File: src/rtl/uer_pkg.sv
package uer_pkg;

  localparam int unsigned TRIG_W = 16;
  localparam int unsigned LIMIT_W = 19;
  localparam int unsigned SCALE_W = 16;
  localparam int unsigned DIST_W = 17;
  localparam int unsigned ADDR_W = 4;
  localparam int unsigned DATA_W = 32;
  localparam int unsigned FRAC_SHIFT = 16;

  localparam logic [DIST_W-1:0] DIST_MAX = '1;

  localparam logic [TRIG_W-1:0] TRIG_RESET = 16'd176;
  localparam logic [LIMIT_W-1:0] LIMIT_RESET = 19'd393216;
  localparam logic [SCALE_W-1:0] SCALE_RESET = 16'd17983;

  typedef enum logic [1:0] {
    REG_TRIGGER_TICKS = 2'd0,
    REG_MAX_TICKS     = 2'd1,
    REG_CM_SCALE      = 2'd2,
    REG_NONE          = 2'd3
  } reg_idx_t;

  typedef enum logic [1:0] {
    PH_IDLE = 2'd0,
    PH_TRIG = 2'd1,
    PH_WAIT = 2'd2,
    PH_MEAS = 2'd3
  } phase_t;

  typedef struct packed {
    logic [TRIG_W-1:0]  trigger_ticks;
    logic [LIMIT_W-1:0] max_ticks;
    logic [SCALE_W-1:0] cm_scale;
  } cfg_t;

  typedef struct packed {
    logic trigger_out;
    logic busy_res;
    logic done_res;
    logic timed_out;
    logic dist_en;
  } stage_flags_t;

endpackage

File: src/rtl/uer_if.sv
interface uer_tick_if;
  logic valid;
  logic ready;
  logic start_req;
  logic echo_level;

  modport source (output valid, output start_req, output echo_level, input ready);
  modport sink (input valid, input start_req, input echo_level, output ready);
endinterface

interface uer_result_if;
  logic        valid;
  logic        ready;
  logic        trigger_out;
  logic        busy_res;
  logic        done_res;
  logic [16:0] distance_q8;
  logic        timed_out;

  modport source (
    output valid, output trigger_out, output busy_res, output done_res,
    output distance_q8, output timed_out, input ready
  );
  modport sink (
    input valid, input trigger_out, input busy_res, input done_res,
    input distance_q8, input timed_out, output ready
  );
endinterface

File: src/rtl/uer_regs.sv
module uer_regs (
  input  logic                       clk,
  input  logic                       rst,
  input  logic                       psel,
  input  logic                       penable,
  input  logic                       pwrite,
  input  logic [uer_pkg::ADDR_W-1:0] paddr,
  input  logic [uer_pkg::DATA_W-1:0] pwdata,
  output logic [uer_pkg::DATA_W-1:0] prdata,
  output logic                       pready,
  output uer_pkg::cfg_t              cfg
);
  import uer_pkg::*;

  reg_idx_t idx;
  logic     wr_en;

  assign idx = reg_idx_t'(paddr[ADDR_W-1:2]);
  assign wr_en = psel && penable && pwrite;
  assign pready = 1'b1;

  always_ff @(posedge clk) begin
    if (rst) begin
      cfg.trigger_ticks <= TRIG_RESET;
      cfg.max_ticks <= LIMIT_RESET;
      cfg.cm_scale <= SCALE_RESET;
    end else if (wr_en) begin
      unique case (idx)
        REG_TRIGGER_TICKS: cfg.trigger_ticks <= pwdata[TRIG_W-1:0];
        REG_MAX_TICKS:     cfg.max_ticks <= pwdata[LIMIT_W-1:0];
        REG_CM_SCALE:      cfg.cm_scale <= pwdata[SCALE_W-1:0];
        default: ;
      endcase
    end
  end

  always_comb begin
    unique case (idx)
      REG_TRIGGER_TICKS: prdata = DATA_W'(cfg.trigger_ticks);
      REG_MAX_TICKS:     prdata = DATA_W'(cfg.max_ticks);
      REG_CM_SCALE:      prdata = DATA_W'(cfg.cm_scale);
      default:           prdata = '0;
    endcase
  end

endmodule

File: src/rtl/uer_ctrl.sv
module uer_ctrl #(
  parameter int unsigned COUNT_BITS = 19
) (
  input  logic                    clk,
  input  logic                    rst,
  input  uer_pkg::cfg_t           cfg,
  input  logic                    advance,
  uer_tick_if.sink                tick,
  output logic                    stage_valid,
  output uer_pkg::stage_flags_t   stage_flags,
  output logic [COUNT_BITS-1:0]   stage_count
);
  import uer_pkg::*;

  localparam int unsigned CW = (COUNT_BITS > LIMIT_W) ? COUNT_BITS : LIMIT_W;
  localparam logic [COUNT_BITS-1:0] COUNT_MAX = '1;
  localparam logic [COUNT_BITS-1:0] COUNT_ONE = COUNT_BITS'(1);

  phase_t                phase, phase_next;
  logic [COUNT_BITS-1:0] tick_count, tick_count_next;
  logic [COUNT_BITS-1:0] bumped;
  logic                  accept;
  logic                  trig_lt;
  logic                  lim_bumped, lim_one;
  stage_flags_t          flags;

  assign tick.ready = advance;
  assign accept = tick.valid && advance;

  assign bumped = (tick_count == COUNT_MAX) ? tick_count : tick_count + COUNT_ONE;
  assign trig_lt = CW'(tick_count) < CW'(cfg.trigger_ticks);
  assign lim_bumped = (CW'(bumped) >= CW'(cfg.max_ticks)) || (bumped == COUNT_MAX);
  assign lim_one = CW'(COUNT_ONE) >= CW'(cfg.max_ticks);

  always_comb begin
    phase_next = phase;
    tick_count_next = tick_count;
    flags = '0;
    unique case (phase)
      PH_IDLE: begin
        if (tick.start_req) begin
          phase_next = PH_TRIG;
          tick_count_next = COUNT_ONE;
          flags.trigger_out = 1'b1;
        end
      end
      PH_TRIG: begin
        if (trig_lt) begin
          tick_count_next = bumped;
          flags.trigger_out = 1'b1;
        end else begin
          phase_next = PH_WAIT;
          tick_count_next = '0;
        end
      end
      PH_WAIT: begin
        if (tick.echo_level) begin
          phase_next = PH_MEAS;
          tick_count_next = COUNT_ONE;
          if (lim_one) begin
            flags.done_res = 1'b1;
            flags.timed_out = 1'b1;
            flags.dist_en = 1'b1;
          end
        end else begin
          tick_count_next = bumped;
          if (lim_bumped) begin
            flags.done_res = 1'b1;
            flags.timed_out = 1'b1;
          end
        end
      end
      PH_MEAS: begin
        if (tick.echo_level) begin
          tick_count_next = bumped;
          if (lim_bumped) begin
            flags.done_res = 1'b1;
            flags.timed_out = 1'b1;
            flags.dist_en = 1'b1;
          end
        end else begin
          flags.done_res = 1'b1;
          flags.dist_en = 1'b1;
        end
      end
      default: ;
    endcase
    if (flags.done_res) begin
      phase_next = PH_IDLE;
    end
    flags.busy_res = (phase_next != PH_IDLE);
  end

  always_ff @(posedge clk) begin
    if (rst) begin
      phase <= PH_IDLE;
      tick_count <= '0;
      stage_valid <= 1'b0;
    end else begin
      if (accept) begin
        phase <= phase_next;
        tick_count <= tick_count_next;
      end
      if (advance) begin
        stage_valid <= accept;
      end
    end
  end

  always_ff @(posedge clk) begin
    if (advance) begin
      stage_flags <= flags;
      stage_count <= tick_count_next;
    end
  end

endmodule

File: src/rtl/uer_dist.sv
module uer_dist #(
  parameter int unsigned COUNT_BITS = 19
) (
  input  logic                    clk,
  input  logic                    rst,
  input  uer_pkg::cfg_t           cfg,
  input  logic                    stage_valid,
  input  uer_pkg::stage_flags_t   stage_flags,
  input  logic [COUNT_BITS-1:0]   stage_count,
  output logic                    advance,
  uer_result_if.source            result
);
  import uer_pkg::*;

  localparam int unsigned PW = COUNT_BITS + SCALE_W;
  localparam int unsigned DW = (COUNT_BITS > DIST_W) ? COUNT_BITS : DIST_W;

  logic [PW-1:0]         product;
  logic [COUNT_BITS-1:0] scaled;
  logic [DW-1:0]         scaled_ext;
  logic [DIST_W-1:0]     dist_sat;
  logic                  out_valid;

  assign product = PW'(stage_count) * PW'(cfg.cm_scale);
  assign scaled = product[PW-1:FRAC_SHIFT];
  assign scaled_ext = DW'(scaled);
  assign dist_sat = (scaled_ext > DW'(DIST_MAX)) ? DIST_MAX : scaled_ext[DIST_W-1:0];

  assign advance = !out_valid || result.ready;
  assign result.valid = out_valid;

  always_ff @(posedge clk) begin
    if (rst) begin
      out_valid <= 1'b0;
    end else if (advance) begin
      out_valid <= stage_valid;
    end
  end

  always_ff @(posedge clk) begin
    if (advance) begin
      result.trigger_out <= stage_flags.trigger_out;
      result.busy_res <= stage_flags.busy_res;
      result.done_res <= stage_flags.done_res;
      result.timed_out <= stage_flags.timed_out;
      result.distance_q8 <= stage_flags.dist_en ? dist_sat : '0;
    end
  end

endmodule

File: src/rtl/ultrasonic_echo_ranger.sv
// Ultrasonic echo ranger: one tick item in, one result item out.
// The accepted tick is registered in the sequencer stage and then in the distance
// multiplier stage on its way to its result item.
// Throughput is one item per cycle; the input stalls only while a result waits.
// Synchronous reset returns the sequencer to idle with a zero count, empties
// both stages and loads the configuration registers with their defaults.
module ultrasonic_echo_ranger #(
  parameter int unsigned COUNT_BITS = 19
) (
  input  logic                       clk,
  input  logic                       rst,
  input  logic                       psel,
  input  logic                       penable,
  input  logic                       pwrite,
  input  logic [uer_pkg::ADDR_W-1:0] paddr,
  input  logic [uer_pkg::DATA_W-1:0] pwdata,
  output logic [uer_pkg::DATA_W-1:0] prdata,
  output logic                       pready,
  uer_tick_if.sink                   tick,
  uer_result_if.source               result
);
  import uer_pkg::*;

  cfg_t                  cfg;
  logic                  advance;
  logic                  stage_valid;
  stage_flags_t          stage_flags;
  logic [COUNT_BITS-1:0] stage_count;

  uer_regs u_regs (
    .clk     (clk),
    .rst     (rst),
    .psel    (psel),
    .penable (penable),
    .pwrite  (pwrite),
    .paddr   (paddr),
    .pwdata  (pwdata),
    .prdata  (prdata),
    .pready  (pready),
    .cfg     (cfg)
  );

  uer_ctrl #(.COUNT_BITS(COUNT_BITS)) u_ctrl (
    .clk         (clk),
    .rst         (rst),
    .cfg         (cfg),
    .advance     (advance),
    .tick        (tick),
    .stage_valid (stage_valid),
    .stage_flags (stage_flags),
    .stage_count (stage_count)
  );

  uer_dist #(.COUNT_BITS(COUNT_BITS)) u_dist (
    .clk         (clk),
    .rst         (rst),
    .cfg         (cfg),
    .stage_valid (stage_valid),
    .stage_flags (stage_flags),
    .stage_count (stage_count),
    .advance     (advance),
    .result      (result)
  );

endmodule

File: src/flat_wrapper.sv
// flat-port wrapper written by rule: the top's interface ports become plain ports
module ultrasonic_echo_ranger_flat import uer_pkg::*;
#(
  parameter int unsigned COUNT_BITS = 19
)
  (clk, rst, psel, penable, pwrite, paddr, pwdata, prdata, pready, tick_valid, tick_start_req, tick_echo_level, tick_ready, result_valid, result_trigger_out, result_busy_res, result_done_res, result_distance_q8, result_timed_out, result_ready);
  uer_tick_if tick_i ();
  uer_result_if result_i ();
  input  logic clk;
  input  logic rst;
  input  logic psel;
  input  logic penable;
  input  logic pwrite;
  input  logic [uer_pkg::ADDR_W-1:0] paddr;
  input  logic [uer_pkg::DATA_W-1:0] pwdata;
  output logic [uer_pkg::DATA_W-1:0] prdata;
  output logic pready;
  input wire logic [$bits(tick_i.valid)-1:0] tick_valid;
  input wire logic [$bits(tick_i.start_req)-1:0] tick_start_req;
  input wire logic [$bits(tick_i.echo_level)-1:0] tick_echo_level;
  output wire logic [$bits(tick_i.ready)-1:0] tick_ready;
  output wire logic [$bits(result_i.valid)-1:0] result_valid;
  output wire logic [$bits(result_i.trigger_out)-1:0] result_trigger_out;
  output wire logic [$bits(result_i.busy_res)-1:0] result_busy_res;
  output wire logic [$bits(result_i.done_res)-1:0] result_done_res;
  output wire logic [$bits(result_i.distance_q8)-1:0] result_distance_q8;
  output wire logic [$bits(result_i.timed_out)-1:0] result_timed_out;
  input wire logic [$bits(result_i.ready)-1:0] result_ready;
  assign tick_i.valid = tick_valid;
  assign tick_i.start_req = tick_start_req;
  assign tick_i.echo_level = tick_echo_level;
  assign tick_ready = tick_i.ready;
  assign result_valid = result_i.valid;
  assign result_trigger_out = result_i.trigger_out;
  assign result_busy_res = result_i.busy_res;
  assign result_done_res = result_i.done_res;
  assign result_distance_q8 = result_i.distance_q8;
  assign result_timed_out = result_i.timed_out;
  assign result_i.ready = result_ready;
  ultrasonic_echo_ranger #(.COUNT_BITS(COUNT_BITS)) u_core (.clk(clk), .rst(rst), .psel(psel), .penable(penable), .pwrite(pwrite), .paddr(paddr), .pwdata(pwdata), .prdata(prdata), .pready(pready), .tick(tick_i), .result(result_i));
endmodule
File: config.mk
export PLATFORM = sky130hd
export DESIGN_NAME = ultrasonic_echo_ranger_flat
export DESIGN_NICKNAME = d
export VERILOG_FILES = /design/src/rtl/uer_pkg.sv /design/src/rtl/uer_if.sv /design/src/rtl/uer_regs.sv /design/src/rtl/uer_ctrl.sv /design/src/rtl/uer_dist.sv /design/src/rtl/ultrasonic_echo_ranger.sv /design/src/flat_wrapper.sv
export SDC_FILE = /design/constraint.sdc
export NUM_CORES = 1
export LEC_CHECK = 0
export ABC_CLOCK_PERIOD_IN_PS = 13400
export BUFFER_PORTS_ARGS = -buffer_cell sky130_fd_sc_hd__clkbuf_2
export CORE_UTILIZATION = 35
export CTS_BUF_LIST = sky130_fd_sc_hd__clkbuf_4 sky130_fd_sc_hd__clkbuf_8 sky130_fd_sc_hd__clkbuf_16
export CTS_CLUSTER_SIZE = 30
export DETAILED_ROUTE_END_ITERATION = 6
export SETUP_SLACK_MARGIN = 0.4
export SYNTH_ARGS = -nofsm -noshare
export SYNTH_HDL_FRONTEND = slang
export SYNTH_SLANG_ARGS = --single-unit
File: constraint.sdc
create_clock -name clk -period 13.4 [get_ports clk]
set_input_delay 0 -clock clk [delete_from_list [all_inputs] [get_ports clk]]
set_output_delay 0 -clock clk [all_outputs]
set_load 0.01 [all_outputs]
Word level (Yosys, flattened, before mapping)
Cells that the tools add are included.
Operators by class
  $add $sub $neg: 1
  multiply operators: 1
  $lt $le $gt $ge: 4
  equality and inequality tests: 7
  mux-type cells: 25
  reductions and logical operators: 12
Operators with widths (number)
  $mux 19: 5
  $pmux 19 s4: 1
  $pmux 19 s3: 1
  $eq 19x19->1 const B: 2
  $mul 19x16->35: 1
  $add 19x1->19 const B: 1
  $ge 1x19->1 const A: 1
  $ge 19x19->1: 1
  $gt 19x17->1 const B: 1
  $lt 19x16->1: 1
  $mux 17: 1
  $mux 2: 6
  $eq 2x2->1 const B: 3
  $mux 1: 6
  $mux 3: 2
  $pmux 2 s3: 1
  $pmux 3 s2: 1
  $reduce_and 2->1: 3
  $eq 2x1->1 const B: 2
  $logic_not 2->1: 2
  $logic_and 1x1->1: 3
  $logic_or 1x1->1: 2
  $pmux 1 s2: 1
  $reduce_bool 2->1: 1
  $logic_not 1->1: 1
Storage, ports and cells
  register bits after elaboration: 119
  input port bits: 45
  output and inout bits: 56
  logic and storage cells: 68

Depth between registers and ports, before layout
  word-level depth: 9
  mapped depth: 25
  mapped depth without buffers: 23

By module
Synthesis repeated with hierarchy kept, for this count alone.
Unflattened totals
  cells, all modules: 1960
  area, all modules: 17110.2 µm²
Modules (own cells, without submodules)
  uer_dist: times used 1, cells each 1197, area each 10662.7 µm², sequential area each 650.6 µm²
  uer_ctrl: times used 1, cells each 485, area each 3856.2 µm², sequential area each 1161.1 µm²
  uer_regs: times used 1, cells each 278, area each 2591.2 µm², sequential area each 1021.0 µm²

Worst setup path before layout
OpenSTA, ideal clock, no wires.
  path type: register to register
  start: register u_core.u_ctrl.stage_count[5]
  end: register u_core.u_dist.result.distance_q8[2], data pin
  library setup time: 0.254 ns
  data arrival time: 6.333 ns
  required time: 13.146 ns
  setup slack: 6.812 ns
  cell stages (with the launch flop): 24
  path buffers: 2
  clock period less this slack: 6.588 ns
  path through: edfxtp_1 clkbuf_1 and2_1 fa_1 inv_1 fa_1 fa_1 fa_1 inv_1 fa_1 inv_1 fa_1 inv_1 ha_1 a21o_1 a21o_1 a221oi_2 a21oi_2 a311oi_2 o21ai_2 a2111oi_4 a31oi_4 buf_6 o21a_1
Between the ends
  longest elaborated chain between the ends: 3
RTL lines
  start: declaration: RTL line uer_ctrl.sv:11  | output logic [COUNT_BITS-1:0] stage_count
  start signal: assignment: RTL line uer_ctrl.sv:113  | stage_count <= tick_count_next;
  $mul 19x16->35 (*): RTL line uer_dist.sv:24  | assign product = PW'(stage_count) * PW'(cfg.cm_scale);
  $gt 19x17->1: RTL line uer_dist.sv:27  | assign dist_sat = (scaled_ext > DW'(DIST_MAX)) ? DIST_MAX : scaled_ext[DIST_W-1:0];
  $mux 17 (*): RTL line uer_dist.sv:27
  end signal: assignment: RTL line uer_dist.sv:46  | result.distance_q8 <= stage_flags.dist_en ? dist_sat : '0;
  end: declaration: RTL line uer_if.sv:22  | output distance_q8, output timed_out, input ready
Every way passes the cells marked *; elsewhere a longest branch is shown, timed or not.
A chain may end at the register's enable or synchronous reset.

Worst setup path in the final report
  start: register, netlist name u_core.u_regs.cfg[3]
  end: register u_core.u_dist.result.distance_q8[16], data pin
Between the ends
  longest elaborated chain between the ends: 3
RTL lines (RTL line)
  $mul 19x16->35 (*): uer_dist.sv:24
  $gt 19x17->1: uer_dist.sv:27
  $mux 17 (*): uer_dist.sv:27
Marks and branches as above.

==> summary.md <==
| Metric | Value |
|---|---|
| H-tree level count | 4 |
| Outcome | completed |
| Pin count of the biggest net entering global routing | 78 |
| Die H | 220 microns |
| Final wirelength | 43.9 mm |
| Critical Path RT | 13.60 ns |
| R2R cell count | 20 |
| Post-layout instance area | 0.0181 sq mm |
| FP Rows | 79 |
| Sequential fraction of the synthesis area | 0.171 |
| Crit path max fanout | 21 |
| Crit path depth | 20 |
| Final setup viols | 0 |
| EDFF count, synth | 45 |
| Synth warnings | 0 |
| Width of the die | 220 microns |
| Clock period minus worst slack | 7.52 ns |
| Post-Route Skew | 0.0142 ns |
| Via count | 13100 |
| PnR Total Power | 1.68 mW |
| Die area | 0.0483 sq mm |
| Port bufs | 71 |
| FFs w/ async S/R, synth | 0 |
| First-pass detailed-route iteration total | 5 |
| Clock-pin slew on the worst setup and hold paths | 0.06 ns |
| Hold slack | 0.123 ns |
| Max-Cap Viols | 0 |
| Gr usage total | 0.186 |
| Mapped Avg Cell Area | 8.62 sq um |
| CTS tree | yes |
| Largest cells by area after synthesis | fa_1, ha_1, dfxtp_1 |
| Relative slew margins | 0.309 |
| Cells after Synth | 1925 |
| #FFs+latches synth | 119 |
| Initial Util | 0.356 |
| Remaining antenna violation count after routing | 0 |
| Share of cells above drive strength 1 | 0.0761 |
| Area grow syn2layout | 9.34% |
| Final worst setup slack | 5.88 ns |
| DR vias/cell | 5.11 |
| Post-synth top flop | dfxtp_1 |
| Setup_tns | 0 ns |
| Placer congestion estimate | 0.897 |
| Crit path top cell by count | fa_1 |
| Synth top area share | 0.284 |
| Final Util | 0.389 |
| Top Ports | 101 |
| DP Wirelength | 33.1 mm |
| Crit path largest cell delay | 0.96 ns |
| Final nets | 2364 |
| RSZ-0062 raised after global routing | false |
| Synth cell types | 85 |
| Core area | 0.0467 sq mm |
| Most numerous cell in the Yosys netlist | nand2_1 |
| Total CTS buffers | 17 |
| Drt initial violations | 829 |
| CTS Sinks | 119 |
| Bufs on Longest Clock Path | 2 |
| Worst path bufs/invs | 3 |
| Max VDD drop | 0.105 mV |
| Antenna violations before repair | 0 |
| Critical path cell sequence | nand2_1, fa_1, fa_1, fa_1, inv_1, fa_1, fa_1, inv_1, fa_1, inv_1, ha_1, a211oi_1, o21ai_0, or2_2, o21ai_1, a21oi_1, a41o_1, or2_2, a2111o_1, a22o_1 |
| N_diodes | 0 |
| Crit path kind | reg -> reg |
| Largest delay share family, worst path | adder cells |
| First-pass GRT wire length | 70.1 mm |
| Synth area leader | fa_1 |
| Slew Viols, Final | 0 |
| Root buffer cell | clkbuf_16 |
| # resized after CTS | 0 |
| Setup WS pre-CTS | 5.87 ns |
| Tightest Pin Transition | 1.03 ns |
| Cells after DPL | 2512 |
| Critical Path End Type | flip-flop |
| Hold Path Stages | 5 |
| Post-DP Area | 0.0173 sq mm |
| Static leakage | 8.53 nW |
| Area of the mapped netlist | 0.0166 sq mm |
| Final worst-path cycle share | 0.561 |
| Finished Layout Cells | 2565 |
| Clock latency on the worst-skew pair | 0.45 ns |
| DRC | 0 |
| Grt ovf | 0 |
| Hold Vio Cnt, Final | 0 |
| Highest-delay cell along the critical path | dfxtp_1 |
| Power per Cell Area | 92.8 mW/mm^2 |
| Fmax | 133 MHz |
| Min-Delay Path Class | in -> reg |
| CP startpoint kind | flip-flop |
| Worst R2R Setup Slack | 5.88 ns |
| Synth top cells by count | nand2_1, inv_1, fa_1 |
| DR WL/cell | 17.1 microns |
| Vias in the first global route | 13200 |
| WP data arrival | 7.72 ns |
-- repair_timing --
action,CTS,global route
hold buffers,21,0
buffers inserted,0,0
endpoints found under the setup margin,0,0
hold endpoints to repair,55,0
-- layout make-up --
type / count / area [sq um]
timing repair buffer: 107 / 678
multi-input combinational: 1383 / 12100
tap: 607 / 759
fill: 4786 / 28500
clock buffer: 17 / 425
inverter: 317 / 1190
sequential: 119 / 2830
clock inverter: 15 / 158
-- tightest hold or removal path, stage by stage --
cell	delay, ns
clkbuf_2	0.09
nand3_1	0.16
nor3_2	0.13
nand2_1	0.09
a21oi_1	0.05
-- cells by family after synthesis --
logic type / count (synthesis) / synth area share
AND/OR/NAND/NOR: 636 / 0.186
adder cells (fa/ha/maj): 375 / 0.389
XOR/XNOR: 30 / 0.0158
other: 2 / 0.000453
flip-flops: 119 / 0.171
multiplexers: 20 / 0.0121
AO/OA/AOI/OAI: 308 / 0.122
buffers and inverters: 435 / 0.103
-- final timing paths --
path	from	end
max reg2reg	u_core.u_regs.cfg[3]$_SDFFE_PP1P_	u_core.u_dist.result.distance_q8[16]$_SDFFCE_PN0N_
min	penable	u_core.u_regs.cfg[36]$_SDFFE_PP0P_
min reg2reg	u_core.u_ctrl.stage_flags[3]$_DFFE_PN_	u_core.u_dist.result.busy_res$_DFFE_PN_
max	u_core.u_regs.cfg[3]$_SDFFE_PP1P_	u_core.u_dist.result.distance_q8[16]$_SDFFCE_PN0N_
-- cells in the final DEF, fill, tap and decap left out, types with 6 or more instances in the layout --
master	n
a211oi_1	14
a21o_1	28
a21oi_1	106
a22oi_1	6
a31oi_1	9
and2_1	144
and3_1	9
buf_4	15
clkbuf_16	17
clkbuf_2	71
conb_1	14
dfxtp_1	74
dlygate4sd3_1	21
edfxtp_1	45
fa_1	235
ha_1	139
inv_1	316
mux2i_1	19
nand2_1	327
nand2b_1	8
nand3_1	16
nand3b_1	13
nand4_1	17
nor2_1	55
nor3_1	11
o21a_1	27
o21ai_0	53
xnor2_1	19
xor2_1	11
-- layer usage --
metal / routed length (microns) / global-route usage
met4: 988 / 0.0655
met1: 19300 / 0.240
met5: 0 / 0
met3: 1860 / 0.0275
met2: 21800 / 0.315
-- flip-flops by register name, summed over array words and instances, names as in the netlist --
name and flops:
u_core.u_dist.result.busy_res 1, u_core.u_ctrl.stage_flags 5, u_core.u_ctrl.stage_valid 1, u_core.u_dist.result.valid 1, u_core.u_ctrl.tick_count 19, u_core.u_ctrl.stage_count 19
u_core.u_dist.result.trigger_out 1, u_core.u_dist.result.done_res 1, u_core.u_dist.result.distance_q8 17, u_core.u_dist.result.timed_out 1, u_core.u_ctrl.phase 2, u_core.u_regs.cfg 51
-- where the power goes --
part	switching (mW)	total [mW]	internal, mW	leakage, nW
registers	0.0418	0.438	0.396	1.13
clock network	0.205	0.468	0.263	0.283
logic	0.461	0.777	0.316	7.12
total	0.708	1.68	0.975	8.53
Power figures use the tool's default switching activity.
